<file path="config.mk">
export PLATFORM = sky130hd
export DESIGN_NAME = tfpg_job_queue
export DESIGN_NICKNAME = d
export VERILOG_FILES = /design/src/tfpg_pkg.sv /design/src/tfpg_job_queue.sv
export SDC_FILE = /design/constraint.sdc
export NUM_CORES = 1
export LEC_CHECK = 0
export ABC_AREA = 1
export BUFFER_PORTS_ARGS = -buffer_cell sky130_fd_sc_hd__buf_2
export CORE_MARGIN = 8
export CORE_UTILIZATION = 58
export CTS_CLUSTER_SIZE = 24
export DETAILED_ROUTE_END_ITERATION = 6
export PLACE_DENSITY = 0.88
export SLEW_MARGIN = 25
export SYNTH_ARGS = -nofsm -noshare
export SYNTH_HDL_FRONTEND = slang
export SYNTH_SLANG_ARGS = --single-unit
</file>
<file path="constraint.sdc">
create_clock -name clk_i -period 4.8 [get_ports clk_i]
set_input_delay 0.72 -clock clk_i [delete_from_list [all_inputs] [get_ports clk_i]]
set_output_delay 0.72 -clock clk_i [all_outputs]
set_load 0.1 [all_outputs]
</file>
<file path="src/tfpg_pkg.sv">
// ----------------------------------------------------------------------------
// Text and frame pixel generator package
// Shared constants, codes and beat types for the pixel generator blocks.
// ----------------------------------------------------------------------------
package tfpg_pkg;

  localparam int TEXT_COLS    = 80;
  localparam int TEXT_ROWS    = 30;
  localparam int GLYPH_ROWS   = 16;
  localparam int FRAME_WIDTH  = 256;
  localparam int FRAME_HEIGHT = 192;

  localparam int WIN_TOP        = 22;
  localparam int WIN_LEFT       = 64;
  localparam int OVL_FIRST_CELL = 77;
  localparam int OVL_END_CELL   = 80;
  localparam logic [7:0] NIB    = 8'h0F;

  localparam int CELL_COUNT  = TEXT_COLS * TEXT_ROWS;
  localparam int FONT_COUNT  = 256 * GLYPH_ROWS;
  localparam int FRAME_COUNT = FRAME_WIDTH * FRAME_HEIGHT;

  localparam int CELL_AW     = $clog2(CELL_COUNT);
  localparam int FONT_AW     = $clog2(FONT_COUNT);
  localparam int FRAME_AW    = $clog2(FRAME_COUNT);
  localparam int GLYPH_ROW_W = $clog2(GLYPH_ROWS);
  localparam int JOB_ADDR_W  = (FRAME_AW > 16) ? FRAME_AW : 16;
  localparam int ADDR_CMP_W  = JOB_ADDR_W + 1;

  localparam int JOB_DEPTH = 4;
  localparam int JOB_PTR_W = $clog2(JOB_DEPTH);
  localparam int JOB_CNT_W = JOB_PTR_W + 1;
  localparam int OUT_DEPTH = 2;
  localparam int OUT_CNT_W = 2;

  localparam int CFG_IDX_W  = 1;
  localparam int CFG_DATA_W = 1;

  typedef enum logic [CFG_IDX_W-1:0] {
    CFG_DISPLAY_MODE   = 1'b0,
    CFG_OVERLAY_ENABLE = 1'b1
  } cfg_index_e;

  typedef enum logic [2:0] {
    ACT_WRITE_CHAR  = 3'd0,
    ACT_WRITE_ATTR  = 3'd1,
    ACT_WRITE_FONT  = 3'd2,
    ACT_WRITE_FRAME = 3'd3,
    ACT_RENDER      = 3'd4
  } action_e;

  typedef enum logic [2:0] {
    JOB_CHAR      = 3'd0,
    JOB_ATTR      = 3'd1,
    JOB_FONT      = 3'd2,
    JOB_FRAME     = 3'd3,
    JOB_TEXT      = 3'd4,
    JOB_OVERLAY   = 3'd5,
    JOB_FRAME_PIX = 3'd6,
    JOB_BLANK     = 3'd7
  } job_kind_e;

  typedef struct packed {
    logic [2:0]  action;
    logic [15:0] address;
    logic [7:0]  write_data;
    logic [8:0]  scan_line;
    logic [9:0]  scan_column;
  } in_item_t;

  typedef struct packed {
    logic [7:0] pixel_value;
    logic [8:0] pixel_line;
    logic [9:0] pixel_column;
  } out_item_t;

  typedef struct packed {
    logic display_mode;
    logic overlay_enable;
  } cfg_t;

  typedef struct packed {
    job_kind_e              kind;
    logic [JOB_ADDR_W-1:0]  addr;
    logic [7:0]             data;
    logic [GLYPH_ROW_W-1:0] font_line;
    logic [2:0]             pix_bit;
    logic [8:0]             line;
    logic [9:0]             column;
  } job_t;

  function automatic logic job_is_render(input job_kind_e kind);
    logic r;
    r = (kind == JOB_TEXT) || (kind == JOB_OVERLAY) ||
        (kind == JOB_FRAME_PIX) || (kind == JOB_BLANK);
    return r;
  endfunction

endpackage

</file>
<file path="src/tfpg_job_queue.sv">
// ----------------------------------------------------------------------------
// Pixel generator job queue
// Short first-in first-out queue of classified jobs between front and back.
// ----------------------------------------------------------------------------
module tfpg_job_queue (
  input  logic           clk_i,
  input  logic           rst_ni,
  input  logic           push_i,
  input  tfpg_pkg::job_t job_i,
  output logic           full_o,
  input  logic           pop_i,
  output tfpg_pkg::job_t head_o,
  output logic           empty_o
);

  tfpg_pkg::job_t                    mem_q [tfpg_pkg::JOB_DEPTH];
  logic [tfpg_pkg::JOB_PTR_W-1:0]    wr_q, wr_d;
  logic [tfpg_pkg::JOB_PTR_W-1:0]    rd_q, rd_d;
  logic [tfpg_pkg::JOB_CNT_W-1:0]    cnt_q, cnt_d;
  logic                              do_push;
  logic                              do_pop;

  assign full_o  = (cnt_q == tfpg_pkg::JOB_CNT_W'(tfpg_pkg::JOB_DEPTH));
  assign empty_o = (cnt_q == '0);
  assign head_o  = mem_q[rd_q];
  assign do_push = push_i && !full_o;
  assign do_pop  = pop_i && !empty_o;

  always_comb begin
    wr_d  = do_push ? tfpg_pkg::JOB_PTR_W'(wr_q + 1'b1) : wr_q;
    rd_d  = do_pop ? tfpg_pkg::JOB_PTR_W'(rd_q + 1'b1) : rd_q;
    cnt_d = cnt_q;
    if (do_push && !do_pop) begin
      cnt_d = tfpg_pkg::JOB_CNT_W'(cnt_q + 1'b1);
    end else if (do_pop && !do_push) begin
      cnt_d = tfpg_pkg::JOB_CNT_W'(cnt_q - 1'b1);
    end
  end

  always_ff @(posedge clk_i or negedge rst_ni) begin
    if (!rst_ni) begin
      wr_q  <= '0;
      rd_q  <= '0;
      cnt_q <= '0;
    end else begin
      wr_q  <= wr_d;
      rd_q  <= rd_d;
      cnt_q <= cnt_d;
    end
  end

  always_ff @(posedge clk_i) begin
    if (do_push) begin
      mem_q[wr_q] <= job_i;
    end
  end

endmodule

</file>
* Word level (Yosys, flattened, before mapping)
Memories as Yosys holds them, arrays and structs flattened.
Index checks and enable logic that the tools add are counted.
** Word-level totals
- Output and inout bits :: 55
- Word-level logic and storage cells :: 23
- RAM bits :: 212
- Bits in registers :: 7
- Memories kept :: 1
** Operators by class
- Mux-type cells :: 4
- Reduce and logical (&&, ||, !) cells :: 10
- Equality and inequality tests :: 1
- Add/sub/neg operators :: 4
** Memory list
- mem_q :: words 4, width 53, read ports 1, clocked after memory_dff 0, wr ports 1, RTL line tfpg_job_queue.sv:16 : tfpg_pkg::job_t mem_q [tfpg_pkg::JOB_DEPTH];
** Operators with widths (count)
- 2-to-1 mux 3 bit :: 2
- adder 2 x 1 -> 2 bit (second input constant) :: 2
- logical AND 1 bit :: 4
- logical NOT 1 bit :: 4
- adder 3 x 1 -> 3 bit (second input constant) :: 1
- == test 3 bit (second input constant) :: 1
- logical NOT 3 bit :: 1
- subtractor 3 x 1 -> 3 bit (second input constant) :: 1
- 2-to-1 mux 1 bit :: 2
- nonzero test 2 bit :: 1

* Logic depth before layout (Yosys ltp)
- Depth after elaboration :: 7
- Mapped depth :: 12
- Depth with buffers taken out :: 12

* Least setup slack after synthesis
OpenSTA, ideal clock, no wires.
- Path type :: input to register
- From :: input push_i
- To :: memory mem_q[0][0] (netlist name), enable pin
- Slack :: 1249 ps
- Arrival :: 3087 ps
- Buffers on the path :: 0
- Cell stages on the path :: 2
- Required time :: 4336 ps
- Library setup time :: 464 ps
- Cell sequence :: nand2_1 -> nor2_1
** Between the ends
- Cells in the longest elaborated chain, start to end :: 3
** Ends and longest elaborated chain
- start, declared :: RTL line tfpg_job_queue.sv:8 : input logic push_i,
- logical AND 1 bit :: RTL line tfpg_job_queue.sv:26 : assign do_push = push_i && !full_o;
- 2-to-1 mux 1 bit :: RTL line tfpg_job_queue.sv:53 : if (do_push) begin
- 2-to-1 mux 1 bit (implied by the code) :: RTL line tfpg_job_queue.sv:54 : mem_q[wr_q] <= job_i;
- end, declared :: RTL line tfpg_job_queue.sv:16
Every way passes these cells.

==> flow_summary.toml <==
[run_status]
status = "complete, no violations"

[finish]
antenna_cells = 0
fin_nets = 852
drive_above_1_share_pct = 24.7
area_growth_pct = 14.9

[clocking]
numClockSinks = 219
clockBufferDepth = 3
clk_pin_slew_ns = 0.06
cts_tree = "built"
cts_setup_buffers = 0
htree_num_levels = 1
cts-resized-gates = 0
clock-root-buffer = "clkbuf_16"
cts_buffers = 22
postCtsHoldBufs = 0
insertion_delay_ns = 0.50

[global_routing]
use_met3_pct = 3.81
use_met2_pct = 30.9
grt_pass1_vias = 5354
grt_pass1_wl_um = 27000
grt_overflow_total = 0
use_met1_pct = 19.4
busiest_layer = "met2"
grt_max_degree = 119
grt_usage_pct = 17.1
antenna_found_initial = 3

[floorplan]
ioPinCount = 112
rows = 45
die_y_um = 141
die_x_um = 141
core_area_um2 = 15300
initial_core_util_pct = 59.6
dieArea_um2 = 19900

[setup_path]
crit_chain = "inv_6 -> buf_4 -> o211ai_1 -> nand2_1 -> buf_2"
path_buf_inv = 3
path_class = "register to output port"
end_kind = "output port"
required_ns = 4.08
crit_path_start_kind = "register"
crit_start = "rd_q[0]"
slowest_delay_ns = 0.61
r2r-start = "cnt_q[0]"
path_delay_family = "buffers and inverters"
cp_data_arrival_time_ns = 2.76
critPathSlowestCell = "inv_6"
crit_fanout = 118

[drt]
wl_um = 17200
ant_nets = 0
drt_iter0_drc = 321
first_pass_iters = 4
via_per_inst = 5.20
dr_total_vias = 5266
routedWlPerCell_um = 17.0
drc = 0

[sta]
rsz0062_at_grt = "no"
fin_skew_ns = 0.00860
maxSlewViolCount = 0
tightest_slew_ns = 0.890
fin_tns_setup_ns = 0
final_hold_viol_count = 0
min_period_ns = 3.48
max-slew-margin-rel_pct = 40.7
finalCritPeriodShare_pct = 72.4
fmax_ghz = 0.288
setup_viol = 0
hold_ws_ns = 0.0456
setup_ws_ns = 1.32

[synth]
ys_ff_latch = 219
syn_inst = 679
syn_nets = 742
synthTopCellsByArea = "edfxtp_1 70%, nand2_1 7.3%, o211ai_2 5.5%"
syn_area_per_cell_um2 = 13.4
yosys.area.top_type = "edfxtp_1"
netlist.area_leader.share_pct = 70.0
ys_seq_area_share_pct = 72.0
synthesis.area_um2 = 9090
ys_types = 19
yosysWarningCount = 0

[place]
io_buffer_count = 111
dp_slack_ns = 1.83
gp_congestion = 0.747
dpl.hpwl_um = 10400

[min_path]
hold_path_class = "primary input to async pin"

[run]
drv_cap = 0
==> cells in the final DEF, fill, tap and decap left out, types with 2 or more instances in the layout <==
cell type,instances
edfxtp_1,212
buf_2,111
nand2_1,177
clkinv_2,2
o211ai_2,40
clkbuf_16,23
o211ai_1,66
dfrtp_1,6
buf_4,8
inv_2,2
bufinv_16,2
clkbuf_1,3
clkinv_1,5
inv_1,119
nor2_4,4
nand3_1,7
ha_1,5
==> area by class of cell <==
class                           count  area [um2]
Tap cell                          211         264
Timing Repair Buffer              120         636
Fill cell                        1000        4810
Multi-Input combinational cell    303        1840
Sequential cell                   219        6540
Inverter                          123         469
Clock buffer                       26         587
Clock inverter                     11         105
==> synth_stat cells, drive strengths merged <==
| library cell | n |
|---|---|
| nand2 | 177 |
| fa | 1 |
| dfrtp | 7 |
| edfxtp | 212 |
| inv | 123 |
| ha | 5 |
| o211ai | 106 |
| nand4 | 1 |
| o21ai | 1 |
| xnor2 | 1 |
| nand3 | 7 |
| buf | 25 |
| nor2 | 4 |
| clkbuf | 9 |
==> kinds of logic (layout without fill, tap and decap cells) <==
group	Yosys count	after routing	synth area share (%)
adder cells (fa/ha/maj)	6	6	0.909
buffers and inverters	157	280	8.08
flip-flops	219	219	72.0
AND/OR/NAND/NOR	189	189	7.93
AO/OA/AOI/OAI	107	107	11.0
XOR/XNOR	1	1	0.0964
==> final timing paths <==
kind	end	slack [ns]	depth (start not counted)
setup / recovery	head_o[43]	1.32	5
hold / removal	wr_q[1]	0.05	1
setup reg to reg	mem_q[1][0]	2.22	5
hold reg to reg	wr_q[1]	0.53	2
max in group asynchronous	rd_q[1]	4.58	1
min in group clk_i	mem_q[1][50]	0.44	1
==> metal layers <==
| metal | vias to the layer above | wire length, um |
|---|---|---|
| li1 | 2568 | - |
| met1 | 2515 | 6780 |
| met2 | 137 | 8900 |
| met3 | 40 | 1030 |
| met4 | 6 | 459 |
| met5 | - | 37 |
==> registers in the layout, indices dropped and copies added, names as in the netlist <==
register and cells:
cnt_q 3, mem_q 212, rd_q 2, wr_q 2
==> per-stage QoR <==
step	utilization, %	cells	cell area [um2]
6_report	68.5	1013	10400
5_1_grt	68.5	1013	10400
4_1_cts	68.5	1013	10400
3_5_place_dp	63.9	976	9750
3_3_place_gp	63.9	976	9750
2_1_floorplan	-	679	9090
==> worst reg2reg max path, cell delays in order, from the launching register on <==
cell and delay (ns):
dfrtp_1 0.42, inv_2 0.05, nand3_1 0.14, nand2_1 0.31, nor2_4 0.73, buf_4 0.56
Power is not shown: default switching activity piles up to over one toggle a cycle in this logic, so the estimate is an artifact.
