## config.mk

```make
export PLATFORM = sky130hd
export DESIGN_NAME = tfpg_front
export DESIGN_NICKNAME = d
export VERILOG_FILES = /design/src/tfpg_pkg.sv /design/src/tfpg_front.sv
export SDC_FILE = /design/constraint.sdc
export NUM_CORES = 1
export LEC_CHECK = 0
export BUFFER_PORTS_ARGS = -buffer_cell sky130_fd_sc_hd__buf_2
export CAP_MARGIN = 15
export CORE_MARGIN = 2
export CORE_UTILIZATION = 44
export DETAILED_ROUTE_END_ITERATION = 6
export PLACE_DENSITY = 0.88
export SETUP_SLACK_MARGIN = 0.15
export SYNTH_ARGS = -nofsm -noshare
export SYNTH_HDL_FRONTEND = slang
export SYNTH_SLANG_ARGS = --single-unit
```

## constraint.sdc

```tcl
create_clock -name vclk -period 2.4
set_clock_uncertainty 0.05 [all_clocks]
set_input_delay 0.24 -clock vclk [all_inputs]
set_output_delay 0.24 -clock vclk [all_outputs]
set_load 0.02 [all_outputs]
```

## src/tfpg_pkg.sv

```systemverilog
// ----------------------------------------------------------------------------
// Text and frame pixel generator package
// Shared constants, codes and beat types for the pixel generator blocks.
// ----------------------------------------------------------------------------
package tfpg_pkg;

  localparam int TEXT_COLS    = 80;
  localparam int TEXT_ROWS    = 30;
  localparam int GLYPH_ROWS   = 16;
  localparam int FRAME_WIDTH  = 256;
  localparam int FRAME_HEIGHT = 192;

  localparam int WIN_TOP        = 22;
  localparam int WIN_LEFT       = 64;
  localparam int OVL_FIRST_CELL = 77;
  localparam int OVL_END_CELL   = 80;
  localparam logic [7:0] NIB    = 8'h0F;

  localparam int CELL_COUNT  = TEXT_COLS * TEXT_ROWS;
  localparam int FONT_COUNT  = 256 * GLYPH_ROWS;
  localparam int FRAME_COUNT = FRAME_WIDTH * FRAME_HEIGHT;

  localparam int CELL_AW     = $clog2(CELL_COUNT);
  localparam int FONT_AW     = $clog2(FONT_COUNT);
  localparam int FRAME_AW    = $clog2(FRAME_COUNT);
  localparam int GLYPH_ROW_W = $clog2(GLYPH_ROWS);
  localparam int JOB_ADDR_W  = (FRAME_AW > 16) ? FRAME_AW : 16;
  localparam int ADDR_CMP_W  = JOB_ADDR_W + 1;

  localparam int JOB_DEPTH = 4;
  localparam int JOB_PTR_W = $clog2(JOB_DEPTH);
  localparam int JOB_CNT_W = JOB_PTR_W + 1;
  localparam int OUT_DEPTH = 2;
  localparam int OUT_CNT_W = 2;

  localparam int CFG_IDX_W  = 1;
  localparam int CFG_DATA_W = 1;

  typedef enum logic [CFG_IDX_W-1:0] {
    CFG_DISPLAY_MODE   = 1'b0,
    CFG_OVERLAY_ENABLE = 1'b1
  } cfg_index_e;

  typedef enum logic [2:0] {
    ACT_WRITE_CHAR  = 3'd0,
    ACT_WRITE_ATTR  = 3'd1,
    ACT_WRITE_FONT  = 3'd2,
    ACT_WRITE_FRAME = 3'd3,
    ACT_RENDER      = 3'd4
  } action_e;

  typedef enum logic [2:0] {
    JOB_CHAR      = 3'd0,
    JOB_ATTR      = 3'd1,
    JOB_FONT      = 3'd2,
    JOB_FRAME     = 3'd3,
    JOB_TEXT      = 3'd4,
    JOB_OVERLAY   = 3'd5,
    JOB_FRAME_PIX = 3'd6,
    JOB_BLANK     = 3'd7
  } job_kind_e;

  typedef struct packed {
    logic [2:0]  action;
    logic [15:0] address;
    logic [7:0]  write_data;
    logic [8:0]  scan_line;
    logic [9:0]  scan_column;
  } in_item_t;

  typedef struct packed {
    logic [7:0] pixel_value;
    logic [8:0] pixel_line;
    logic [9:0] pixel_column;
  } out_item_t;

  typedef struct packed {
    logic display_mode;
    logic overlay_enable;
  } cfg_t;

  typedef struct packed {
    job_kind_e              kind;
    logic [JOB_ADDR_W-1:0]  addr;
    logic [7:0]             data;
    logic [GLYPH_ROW_W-1:0] font_line;
    logic [2:0]             pix_bit;
    logic [8:0]             line;
    logic [9:0]             column;
  } job_t;

  function automatic logic job_is_render(input job_kind_e kind);
    logic r;
    r = (kind == JOB_TEXT) || (kind == JOB_OVERLAY) ||
        (kind == JOB_FRAME_PIX) || (kind == JOB_BLANK);
    return r;
  endfunction

endpackage

```

## src/tfpg_front.sv

```systemverilog
// ----------------------------------------------------------------------------
// Pixel generator front end
// Classifies an incoming beat into a store write or a render job and works
// out the store addresses the back end needs.
// ----------------------------------------------------------------------------
module tfpg_front (
  input  tfpg_pkg::in_item_t item_i,
  input  tfpg_pkg::cfg_t     cfg_i,
  output tfpg_pkg::job_t     job_o,
  output logic               job_valid_o
);

  logic [8:0] crow;
  logic [6:0] ccol;
  logic [8:0] row_off;
  logic [9:0] col_off;
  logic       text_hit;
  logic       ovl_hit;
  logic       win_hit;
  logic [tfpg_pkg::ADDR_CMP_W-1:0] addr_ext;
  logic [tfpg_pkg::JOB_ADDR_W-1:0] cell_idx;
  logic [tfpg_pkg::JOB_ADDR_W-1:0] frame_idx;

  always_comb begin
    crow    = 9'(item_i.scan_line / tfpg_pkg::GLYPH_ROWS);
    ccol    = item_i.scan_column[9:3];
    row_off = 9'(item_i.scan_line - 9'(tfpg_pkg::WIN_TOP));
    col_off = 10'(item_i.scan_column - 10'(tfpg_pkg::WIN_LEFT));

    text_hit = (crow < 9'(tfpg_pkg::TEXT_ROWS)) && (ccol < 7'(tfpg_pkg::TEXT_COLS));
    ovl_hit  = cfg_i.overlay_enable &&
               (item_i.scan_line < 9'(tfpg_pkg::GLYPH_ROWS)) &&
               (ccol >= 7'(tfpg_pkg::OVL_FIRST_CELL)) &&
               (ccol < 7'(tfpg_pkg::OVL_END_CELL)) &&
               (ccol < 7'(tfpg_pkg::TEXT_COLS)) && (tfpg_pkg::TEXT_ROWS > 0);
    win_hit  = (item_i.scan_line >= 9'(tfpg_pkg::WIN_TOP)) &&
               (item_i.scan_line < 9'(tfpg_pkg::WIN_TOP + tfpg_pkg::FRAME_HEIGHT)) &&
               (item_i.scan_column >= 10'(tfpg_pkg::WIN_LEFT)) &&
               (item_i.scan_column < 10'(tfpg_pkg::WIN_LEFT + 2 * tfpg_pkg::FRAME_WIDTH));

    cell_idx  = tfpg_pkg::JOB_ADDR_W'(
                  tfpg_pkg::JOB_ADDR_W'(crow) * tfpg_pkg::JOB_ADDR_W'(tfpg_pkg::TEXT_COLS) +
                  tfpg_pkg::JOB_ADDR_W'(ccol));
    frame_idx = tfpg_pkg::JOB_ADDR_W'(
                  tfpg_pkg::JOB_ADDR_W'(row_off) *
                  tfpg_pkg::JOB_ADDR_W'(tfpg_pkg::FRAME_WIDTH) +
                  tfpg_pkg::JOB_ADDR_W'(col_off[9:1]));
    addr_ext  = tfpg_pkg::ADDR_CMP_W'(item_i.address);

    job_o.kind      = tfpg_pkg::JOB_BLANK;
    job_o.addr      = tfpg_pkg::JOB_ADDR_W'(item_i.address);
    job_o.data      = item_i.write_data;
    job_o.font_line = tfpg_pkg::GLYPH_ROW_W'(item_i.scan_line % tfpg_pkg::GLYPH_ROWS);
    job_o.pix_bit   = item_i.scan_column[2:0];
    job_o.line      = item_i.scan_line;
    job_o.column    = item_i.scan_column;
    job_valid_o     = 1'b0;

    case (tfpg_pkg::action_e'(item_i.action))
      tfpg_pkg::ACT_WRITE_CHAR: begin
        job_o.kind  = tfpg_pkg::JOB_CHAR;
        job_valid_o = addr_ext < tfpg_pkg::ADDR_CMP_W'(tfpg_pkg::CELL_COUNT);
      end
      tfpg_pkg::ACT_WRITE_ATTR: begin
        job_o.kind  = tfpg_pkg::JOB_ATTR;
        job_valid_o = addr_ext < tfpg_pkg::ADDR_CMP_W'(tfpg_pkg::CELL_COUNT);
      end
      tfpg_pkg::ACT_WRITE_FONT: begin
        job_o.kind  = tfpg_pkg::JOB_FONT;
        job_valid_o = addr_ext < tfpg_pkg::ADDR_CMP_W'(tfpg_pkg::FONT_COUNT);
      end
      tfpg_pkg::ACT_WRITE_FRAME: begin
        job_o.kind  = tfpg_pkg::JOB_FRAME;
        job_valid_o = addr_ext < tfpg_pkg::ADDR_CMP_W'(tfpg_pkg::FRAME_COUNT);
      end
      tfpg_pkg::ACT_RENDER: begin
        job_valid_o = 1'b1;
        if (!cfg_i.display_mode) begin
          job_o.kind = text_hit ? tfpg_pkg::JOB_TEXT : tfpg_pkg::JOB_BLANK;
          job_o.addr = cell_idx;
        end else if (ovl_hit) begin
          // Overlay cells live on cell row 0, so the cell index is the column.
          job_o.kind = tfpg_pkg::JOB_OVERLAY;
          job_o.addr = tfpg_pkg::JOB_ADDR_W'(ccol);
        end else if (win_hit) begin
          job_o.kind = tfpg_pkg::JOB_FRAME_PIX;
          job_o.addr = frame_idx;
        end else begin
          job_o.kind = tfpg_pkg::JOB_BLANK;
        end
      end
      default: begin
        job_valid_o = 1'b0;
      end
    endcase
  end

endmodule

```

* Word-level counts from Yosys, hierarchy flattened
Index checks and enable logic that the tools add are counted.
** Storage, ports and cells
- Bits in registers :: 0
- Input bits :: 48
- Output and inout port bits :: 54
- Word-level logic and storage cells :: 38
** Cells by class
- Add/subtract/negate cells :: 4
- $mul :: 1
- $lt $le $gt $ge :: 11
- Equal/unequal tests :: 4
- Muxes and demuxes :: 8
- Reduce and logical (&&, ||, !) cells :: 10
** Operator list (count)
- $mux W19 :: 2
- $mux W16 :: 2
- $add A16 B9 Y16 :: 1
- $lt A16 B12 Y1 const B :: 1
- $lt A16 B13 Y1 const B :: 1
- $lt A16 B16 Y1 const B :: 1
- $pmux W3 S5 :: 1
- $add A12 B7 Y13 :: 1
- $ge A10 B7 Y1 const B :: 1
- $lt A10 B10 Y1 const B :: 1
- $sub A10 B7 Y10 const B :: 1
- $ge A9 B5 Y1 const B :: 1
- $lt A9 B5 Y1 const B :: 1
- $lt A9 B8 Y1 const B :: 1
- $logic_and A1 B1 Y1 :: 8
- $mul A5 B3 Y8 const B :: 1
- $sub A8 B5 Y8 const B :: 1
- $ge A7 B7 Y1 const B :: 1
- $lt A7 B7 Y1 const B :: 1
- $eq A3 B2 Y1 const B :: 2
- $lt A5 B5 Y1 const B :: 1
- $pmux W1 S4 :: 1
- $eq A3 B1 Y1 const B :: 1
- $eq A3 B3 Y1 const B :: 1
- other kinds (4) :: 4

* Depth between registers and ports, before layout
Gate-level depths: netlist of run 1.
- Depth after elaboration :: 8
- Depth in mapped cells :: 9
- Gate-level depth less buffers :: 9

* Worst setup path before layout of run 1
Ideal clock, no wire load.
- Kind :: input to output
- From :: input item_i[15] in the netlist's numbering
- To :: output job_o[44] in the netlist's numbering
- Arrival :: 2.111 ns
- Required time :: 2.110 ns
- Setup slack :: -0.001 ns
- Stages :: 8
- Buffers on the path :: 0
- Cells stage by stage :: ha_1 -> ha_1 -> fa_1 -> xor2_1 -> and3_1 -> o21a_1 -> xor2_1 -> a221o_1
** RTL lines
- from (decl) :: line tfpg_front.sv:7 : input tfpg_pkg::in_item_t item_i,
- to (decl) :: line tfpg_front.sv:9 : output tfpg_pkg::job_t job_o,

==> report_table.html, run 1 <==
<table>
<tr><th>Metric</th><th>Value</th></tr>
<tr><th colspan="2">Run status</th></tr>
<tr><td>Run status</td><td>finished with violations</td></tr>
<tr><td>Violated checks</td><td>setup timing</td></tr>
<tr><th colspan="2">Timing</th></tr>
<tr><td>Final Hold Vio Count</td><td>0</td></tr>
<tr><td>Setup violation total in the final timing report</td><td>2</td></tr>
<tr><td>Slack of the critical path</td><td>-58.17 ps</td></tr>
<tr><td>Aggregate negative setup slack</td><td>-65.09 ps</td></tr>
<tr><td>Highest achievable clock rate</td><td>0.4068 GHz</td></tr>
<tr><td>Transition time at the pin with the least slew margin</td><td>352.5 ps</td></tr>
<tr><td>Worst rel slew slack</td><td>76.40%</td></tr>
<tr><td>Final worst-path cycle share</td><td>102.4%</td></tr>
<tr><td>Hold Worst Slack</td><td>430.0 ps</td></tr>
<tr><td>Slew Limit Fails</td><td>0</td></tr>
<tr><td>RSZ-0062 raised after global routing</td><td>yes</td></tr>
<tr><td>Clock period minus worst slack</td><td>2458 ps</td></tr>
<tr><th colspan="2">Die</th></tr>
<tr><td>Height of the die</td><td>61.63 um</td></tr>
<tr><td>Total Die Area</td><td>3798 um2</td></tr>
<tr><td>Top-level port count</td><td>102</td></tr>
<tr><td>Floorplan row count</td><td>20</td></tr>
<tr><td>Core Box Area</td><td>3103 um2</td></tr>
<tr><td>Initial Util</td><td>47.10%</td></tr>
<tr><td>Chip width</td><td>61.63 um</td></tr>
<tr><th colspan="2">Power and ir drop</th></tr>
<tr><td>Power per unit of standard cell area</td><td>234.5 nW/um2</td></tr>
<tr><td>Pleak</td><td>0.001060 uW</td></tr>
<tr><td>Peak supply drop</td><td>147.4 uV</td></tr>
<tr><th colspan="2">Place</th></tr>
<tr><td>Hpwl dp</td><td>3695 um</td></tr>
<tr><td>Total of buffers placed on input and output ports</td><td>86</td></tr>
<tr><td>Final weighted congestion in routability-driven placement</td><td>0.8766</td></tr>
<tr><th colspan="2">Routing</th></tr>
<tr><td>Mean number of vias per cell</td><td>5.832</td></tr>
<tr><td>Drt first-iter violations</td><td>104</td></tr>
<tr><td>Number of DRC violations after detailed routing</td><td>0</td></tr>
<tr><td>Count of vias placed by the detailed router</td><td>1,808</td></tr>
<tr><td>Final routed wirelength across all metal layers</td><td>5134 um</td></tr>
<tr><td>Number of nets still failing antenna checks after routing</td><td>0</td></tr>
<tr><td>Router iterations before antenna repair</td><td>4</td></tr>
<tr><td>Detail-routed net length per standard cell</td><td>16.56 um</td></tr>
<tr><th colspan="2">Finish</th></tr>
<tr><td>Storage element area</td><td>0 um2</td></tr>
<tr><td>Util after Layout</td><td>73.39%</td></tr>
<tr><td>Final layout net count</td><td>333</td></tr>
<tr><td>Layout filler cell count</td><td>238</td></tr>
<tr><td>P&amp;R area growth vs syn</td><td>55.82%</td></tr>
<tr><td>Number of flip-flops and latches</td><td>0</td></tr>
<tr><td>Antenna fix cells</td><td>0</td></tr>
<tr><td>Clk_buf instances</td><td>0</td></tr>
<tr><td>Layout cell share with drive strength beyond 1</td><td>57.89%</td></tr>
<tr><th colspan="2">Setup path</th></tr>
<tr><td>Required time at the endpoint of the critical path</td><td>2110 ps</td></tr>
<tr><td>Data arrival at the endpoint of the critical path</td><td>2170 ps</td></tr>
<tr><td>Startpoint-to-endpoint class of the critical path</td><td>primary input to output pin</td></tr>
<tr><td>Endpoint class of the critical path</td><td>output pin</td></tr>
<tr><td>Startpoint kind of the worst setup timing path</td><td>primary input</td></tr>
<tr><td>Largest fanout of any net on the critical path</td><td>3</td></tr>
<tr><th colspan="2">Min path</th></tr>
<tr><td>Worst hold path class</td><td>primary input to output pin</td></tr>
<tr><th colspan="2">Logic synthesis</th></tr>
<tr><td>Portion of the post-synthesis area used by sequential elements</td><td>0%</td></tr>
<tr><td>Largest area contributor in the synthesized netlist</td><td>sky130_fd_sc_hd__buf_4</td></tr>
<tr><td>Cell types with the highest counts after synthesis</td><td>34 x sky130_fd_sc_hd__buf_4, 15 x sky130_fd_sc_hd__ha_1, 11 x sky130_fd_sc_hd__a221o_1</td></tr>
<tr><td>Synth Area per Inst</td><td>7.857 um2</td></tr>
<tr><td>Synthesized Nets</td><td>251</td></tr>
<tr><td>Fraction of post-synthesis cell area in the top cell type by area</td><td>17.47%</td></tr>
<tr><td>YS warnings</td><td>0</td></tr>
<tr><td>Count of mapped cells out of synthesis</td><td>186</td></tr>
<tr><td>Leading cell type by number of instances after synthesis</td><td>sky130_fd_sc_hd__buf_4</td></tr>
<tr><td>Number of distinct library cells after synthesis</td><td>50</td></tr>
<tr><td>Cell types with the largest area share after synthesis</td><td>sky130_fd_sc_hd__buf_4 17%, sky130_fd_sc_hd__ha_1 13%, sky130_fd_sc_hd__a221o_1 7.5%</td></tr>
<tr><td>Mapped cell area</td><td>1461 um2</td></tr>
<tr><th colspan="2">Global route</th></tr>
<tr><td>First-pass GRT wire length</td><td>7293 um</td></tr>
<tr><td>Total routing usage reported by global routing</td><td>24.99%</td></tr>
<tr><td>Antenna violations before repair</td><td>0</td></tr>
<tr><td>Via count of the first global-routing pass</td><td>1,622</td></tr>
<tr><td>Largest net degree at the start of global routing</td><td>10</td></tr>
<tr><td>GRT Residual Overflow</td><td>0</td></tr>
<tr><th colspan="2">Clock tree</th></tr>
<tr><td>Hold-fix buffers, CTS</td><td>0</td></tr>
<tr><th colspan="2">Job</th></tr>
<tr><td>Max Cap Violations</td><td>0</td></tr>
</table>
[cell type report]
| type | instances | area (um2) | share of cell area, % |
|---|---|---|---|
| Inverter | 10 | 37.54 | 1.648 |
| Multi-Input combinational cell | 136 | 1323 | 58.08 |
| Tap cell | 44 | 55.05 | 2.418 |
| Timing Repair Buffer | 120 | 862.1 | 37.86 |
[report_power, final]
group	internal, uW	switching [uW]	total [uW]	leakage [uW]
combinational	257	277	534	0.00106
sequential	0	0	0	0
clock	0	0	0	0
[cell usage in the layout (no fill, tap or decap), drive strengths merged, types with 2 or more instances in the layout]
cell type / count
a21oi: 7
nor4: 3
inv: 10
buf: 120
nand2: 8
nor2b: 6
fa: 2
a31oi: 2
nor2: 10
a221o: 11
nand2b: 2
nor3b: 4
nor3: 7
a21o: 3
xor2: 5
o31ai: 2
a22o: 4
ha: 15
xnor2: 9
o21ai: 7
o221ai: 2
nand4: 3
o21a: 3
a211oi: 2
o2111ai: 2
nand3: 4
[metal layers]
layer  vias to the layer above  share of wire [%]  routed length [um]  GRT usage [%]
met2                       112                 52                2648          45.71
met1                       854                 37                1899          31.71
met5                         -                  0                   0              0
li1                        828                  -                   -              -
met4                         0                2.3                 120          4.559
met3                        14                9.1                 466          2.521
[critical path, stage by stage]
cell and delay (ps):
sky130_fd_sc_hd__buf_8 100, sky130_fd_sc_hd__ha_4 230, sky130_fd_sc_hd__ha_4 160, sky130_fd_sc_hd__fa_2 360, sky130_fd_sc_hd__xor2_2 170, sky130_fd_sc_hd__and3_4 180, sky130_fd_sc_hd__o21a_1 110, sky130_fd_sc_hd__xor2_1 140
sky130_fd_sc_hd__a221o_1 320, sky130_fd_sc_hd__buf_6 140
[metrics by stage]
stage          setup WS [ps]  instances  area (um2)  total power [uW]
2_1_floorplan          153.4        186        1489             293.6
3_3_place_gp          -75.23        300        1871             399.1
3_5_place_dp          -129.2        300        1871             408.7
4_1_cts               -11.13        305        2121             480.1
5_1_grt               -74.13        310        2277             567.7
6_report              -58.17        310        2277             534.1
[kinds of logic (layout without fill, tap and decap cells)]
group                    Yosys count  count (layout)  synth area share [%]
AO/OA/AOI/OAI                     52              52                 30.22
buffers and inverters             50             130                 22.86
multiplexers                       1               1                0.6850
XOR/XNOR                          14              14                 8.391
AND/OR/NAND/NOR                   52              52                 22.26
adder cells (fa/ha/maj)           17              17                 15.58
[path summary, 6_finish.rpt]
| check | from | to | depth (start not counted) |
|---|---|---|---|
| worst max-delay path | item_i[15] | job_o[44] | 10 |
| worst min-delay path | item_i[24] | job_o[31] | 0 |
[timing repair]
item,4_1_cts,5_1_grt
pin swaps,24,12
resized for setup,53,27
hold endpoints to repair,0,0
setup buffers,5,5
endpoints found under the setup margin,16,16
No activity file was read; power rests on OpenSTA's default activity.
==> run 2: changes to the inputs <==
--- a/config.mk
+++ b/config.mk
@@ -8,10 +8,11 @@
 export BUFFER_PORTS_ARGS = -buffer_cell sky130_fd_sc_hd__buf_2
 export CAP_MARGIN = 15
 export CORE_MARGIN = 2
-export CORE_UTILIZATION = 44
+export CORE_UTILIZATION = 47
 export DETAILED_ROUTE_END_ITERATION = 6
-export PLACE_DENSITY = 0.88
+export PLACE_DENSITY = 0.93
 export SETUP_SLACK_MARGIN = 0.15
+export SKIP_LAST_GASP = 1
 export SYNTH_ARGS = -nofsm -noshare
 export SYNTH_HDL_FRONTEND = slang
 export SYNTH_SLANG_ARGS = --single-unit
==> constraint.sdc (replaced) <==
create_clock -name vclk -period 2.9
set_clock_uncertainty 0.05 [all_clocks]
set_input_delay 0.29 -clock vclk [all_inputs]
set_output_delay 0.29 -clock vclk [all_outputs]
set_load 0.02 [all_outputs]
==> report_table.html, run 2 (synthesized netlist as in run 1, its figures left out) <==
<table>
<tr><th>Metric</th><th>Value</th></tr>
<tr><th colspan="2">Run status</th></tr>
<tr><td>Run status</td><td>complete, no violations (was finished with violations)</td></tr>
<tr><th colspan="2">Global route</th></tr>
<tr><td>Antenna violations before repair</td><td>0 (unchanged)</td></tr>
<tr><td>Via count of the first global-routing pass</td><td>1,387 (was 1,622)</td></tr>
<tr><td>Total routing usage reported by global routing</td><td>21.68% (was 24.99%)</td></tr>
<tr><td>First-pass GRT wire length</td><td>6099 um (was 7293 um)</td></tr>
<tr><td>GRT Residual Overflow</td><td>0 (unchanged)</td></tr>
<tr><td>Largest net degree at the start of global routing</td><td>17 (was 10)</td></tr>
<tr><th colspan="2">Min path</th></tr>
<tr><td>Critical hold path startpoint</td><td>item_i[19] (was item_i[24])</td></tr>
<tr><td>Worst hold path class</td><td>primary input to output pin (unchanged)</td></tr>
<tr><td>Number of cells on the worst hold path</td><td>0 (unchanged)</td></tr>
<tr><td>End point of the worst hold path</td><td>job_o[26] (was job_o[31])</td></tr>
<tr><th colspan="2">Die</th></tr>
<tr><td>Chip width</td><td>59.76 um (was 61.63 um)</td></tr>
<tr><td>Initial Util</td><td>48.67% (was 47.10%)</td></tr>
<tr><td>Top-level port count</td><td>102 (unchanged)</td></tr>
<tr><td>Floorplan row count</td><td>20 (unchanged)</td></tr>
<tr><td>Height of the die</td><td>59.76 um (was 61.63 um)</td></tr>
<tr><td>Core Box Area</td><td>3003 um2 (was 3103 um2)</td></tr>
<tr><td>Total Die Area</td><td>3571 um2 (was 3798 um2)</td></tr>
<tr><th colspan="2">Setup path</th></tr>
<tr><td>Crit path cell chain</td><td>buf_2 &gt; ha_4 &gt; ha_4 &gt; fa_2 &gt; xor2_2 &gt; and3_4 &gt; o21a_1 &gt; xor2_1 &gt; a221o_1 &gt; buf_2 (was buf_8 &gt; ha_4 &gt; ha_4 &gt; fa_2 &gt; xor2_2 &gt; and3_4 &gt; o21a_1 &gt; xor2_1 &gt; a221o_1 &gt; buf_6)</td></tr>
<tr><td>Required time at the endpoint of the critical path</td><td>2560 ps (was 2110 ps)</td></tr>
<tr><td>Critical path's largest stage delay</td><td>390 ps (was 360 ps)</td></tr>
<tr><td>CP bufs+invs</td><td>2 (unchanged)</td></tr>
<tr><td>Largest fanout of any net on the critical path</td><td>3 (unchanged)</td></tr>
<tr><td>Data arrival at the endpoint of the critical path</td><td>2310 ps (was 2170 ps)</td></tr>
<tr><td>Startpoint-to-endpoint class of the critical path</td><td>primary input to output pin (unchanged)</td></tr>
<tr><td>Cell family with the largest share of critical-path delay</td><td>adder cells (unchanged)</td></tr>
<tr><td>Endpoint class of the critical path</td><td>output pin (unchanged)</td></tr>
<tr><td>Slowest cell on the critical path</td><td>sky130_fd_sc_hd__fa_2 (unchanged)</td></tr>
<tr><td>Startpoint kind of the worst setup timing path</td><td>primary input (unchanged)</td></tr>
<tr><th colspan="2">Finish</th></tr>
<tr><td>Layout filler cell count</td><td>294 (was 238)</td></tr>
<tr><td>Count of non-filler cells in the finished layout</td><td>273 (was 310)</td></tr>
<tr><td>Layout cell share with drive strength beyond 1</td><td>46.67% (was 57.89%)</td></tr>
<tr><td>Total area of multi-input combinational cells</td><td>1194 um2 (was 1323 um2)</td></tr>
<tr><td>P&amp;R area growth vs syn</td><td>20.63% (was 55.82%)</td></tr>
<tr><td>Final layout net count</td><td>307 (was 333)</td></tr>
<tr><td>Number of flip-flops and latches</td><td>0 (unchanged)</td></tr>
<tr><td>Most common cell after layout, fill and taps aside</td><td>sky130_fd_sc_hd__buf_2 (unchanged)</td></tr>
<tr><td>Antenna fix cells</td><td>0 (unchanged)</td></tr>
<tr><td>Storage element area</td><td>0 um2 (unchanged)</td></tr>
<tr><td>Clk_buf instances</td><td>0 (unchanged)</td></tr>
<tr><td>Commonest non-fill, non-tap cells in the layout</td><td>86 x sky130_fd_sc_hd__buf_2, 12 x sky130_fd_sc_hd__ha_1, 11 x sky130_fd_sc_hd__a221o_1 (was 67 x sky130_fd_sc_hd__buf_2, 25 x sky130_fd_sc_hd__buf_4, 23 x sky130_fd_sc_hd__buf_6)</td></tr>
<tr><td>Fin area</td><td>1763 um2 (was 2277 um2)</td></tr>
<tr><th colspan="2">Routing</th></tr>
<tr><td>Count of vias placed by the detailed router</td><td>1,603 (was 1,808)</td></tr>
<tr><td>Number of DRC violations after detailed routing</td><td>0 (unchanged)</td></tr>
<tr><td>Drt first-iter violations</td><td>71 (was 104)</td></tr>
<tr><td>Number of nets still failing antenna checks after routing</td><td>0 (unchanged)</td></tr>
<tr><td>Mean number of vias per cell</td><td>5.872 (was 5.832)</td></tr>
<tr><td>Final routed wirelength across all metal layers</td><td>4209 um (was 5134 um)</td></tr>
<tr><td>Router iterations before antenna repair</td><td>4 (unchanged)</td></tr>
<tr><td>Detail-routed net length per standard cell</td><td>15.42 um (was 16.56 um)</td></tr>
<tr><th colspan="2">Timing</th></tr>
<tr><td>Final worst-path cycle share</td><td>91.25%</td></tr>
<tr><td>Worst rel slew slack</td><td>63.22% (was 76.40%)</td></tr>
<tr><td>Transition time at the pin with the least slew margin</td><td>548.0 ps (was 352.5 ps)</td></tr>
<tr><td>Slew Limit Fails</td><td>0 (unchanged)</td></tr>
<tr><td>Final Hold Vio Count</td><td>0 (unchanged)</td></tr>
<tr><td>RSZ-0062 raised after global routing</td><td>yes (unchanged)</td></tr>
<tr><td>Clock period minus worst slack</td><td>2646 ps</td></tr>
<tr><td>Setup violation total in the final timing report</td><td>0 (was 2)</td></tr>
<tr><td>Aggregate negative setup slack</td><td>0 ps (was -65.09 ps)</td></tr>
<tr><td>Highest achievable clock rate</td><td>0.3779 GHz</td></tr>
<tr><th colspan="2">Job</th></tr>
<tr><td>Max Cap Violations</td><td>0 (unchanged)</td></tr>
<tr><th colspan="2">Place</th></tr>
<tr><td>Hpwl dp</td><td>3458 um (was 3695 um)</td></tr>
<tr><td>Total of buffers placed on input and output ports</td><td>86 (unchanged)</td></tr>
<tr><td>Final weighted congestion in routability-driven placement</td><td>0.9438 (was 0.8766)</td></tr>
<tr><td>Count of placed standard cells including taps</td><td>271 (was 300)</td></tr>
<tr><td>Area after detailed placement</td><td>1682 um2 (was 1871 um2)</td></tr>
<tr><th colspan="2">Power and ir drop</th></tr>
<tr><td>Power per unit of standard cell area</td><td>189.6 nW/um2 (was 234.5 nW/um2)</td></tr>
<tr><td>Peak supply drop</td><td>95.08 uV (was 147.4 uV)</td></tr>
<tr><td>Pleak</td><td>0.0008618 uW (was 0.001060 uW)</td></tr>
<tr><th colspan="2">Clock tree</th></tr>
<tr><td>Hold-fix buffers, CTS</td><td>0 (unchanged)</td></tr>
</table>
-- run 2: changes by cell type in the layout (fill, tap and decap cells not counted), sizes merged --
cell,delta
buf,-26
-- run 2: where the power goes --
| group | internal, uW | switching, uW |
|---|---|---|
| logic | 141 | 193 |
| clock network | 0 | 0 |
| registers | 0 | 0 |
-- run 2: repair_timing --
item,4_1_cts,5_1_grt
pin swaps,0,3
endpoints found under the setup margin,13,4
buffers inserted,0,2
gates resized for setup,3,9
hold endpoints to repair,0,0
-- run 2: worst max-delay path by stage --
stage,slack (ps),to,depth (start not counted),start
after floorplan,400,job_o[44],8,item_i[15]
after global placement,130,job_o[48],11,item_i[7]
after detailed placement,80,job_o[35],8,item_i[12]
after CTS,150,job_o[44],10,item_i[15]
after global routing,140,job_o[48],11,item_i[7]
final,250,job_o[44],10,item_i[15]
-- run 2: metrics by stage --
stage / utilization (%) / total power (uW) / worst slack (ps) / hold WS [ps]
finish: 58.71 / 334.3 / 253.6 / 530.0
global route: 58.71 / 362.1 / 142.1 / 530.0
CTS: 56.33 / 314.8 / 153.9 / 530.1
detailed placement: 56.00 / 311.5 / 78.43 / 530.1
global placement: 56.00 / 304.7 / 128.1 / 530.1
floorplan: - / 237.9 / 399.3 / 642.6
-- run 2: metal layers --
metal	global-route usage (%)	routed length, um	vias up
met2	43.48	2167	97
met4	1.905	61	0
met5	0	0	-
met3	0.8658	310	4
met1	25.78	1670	731
li1	-	-	771
-- run 2: cell type report --
class | instances | area share [%]
Inverter | 10 | 2.129
Multi-Input combinational cell | 136 | 67.71
Tap cell | 33 | 2.342
Timing Repair Buffer | 94 | 27.82
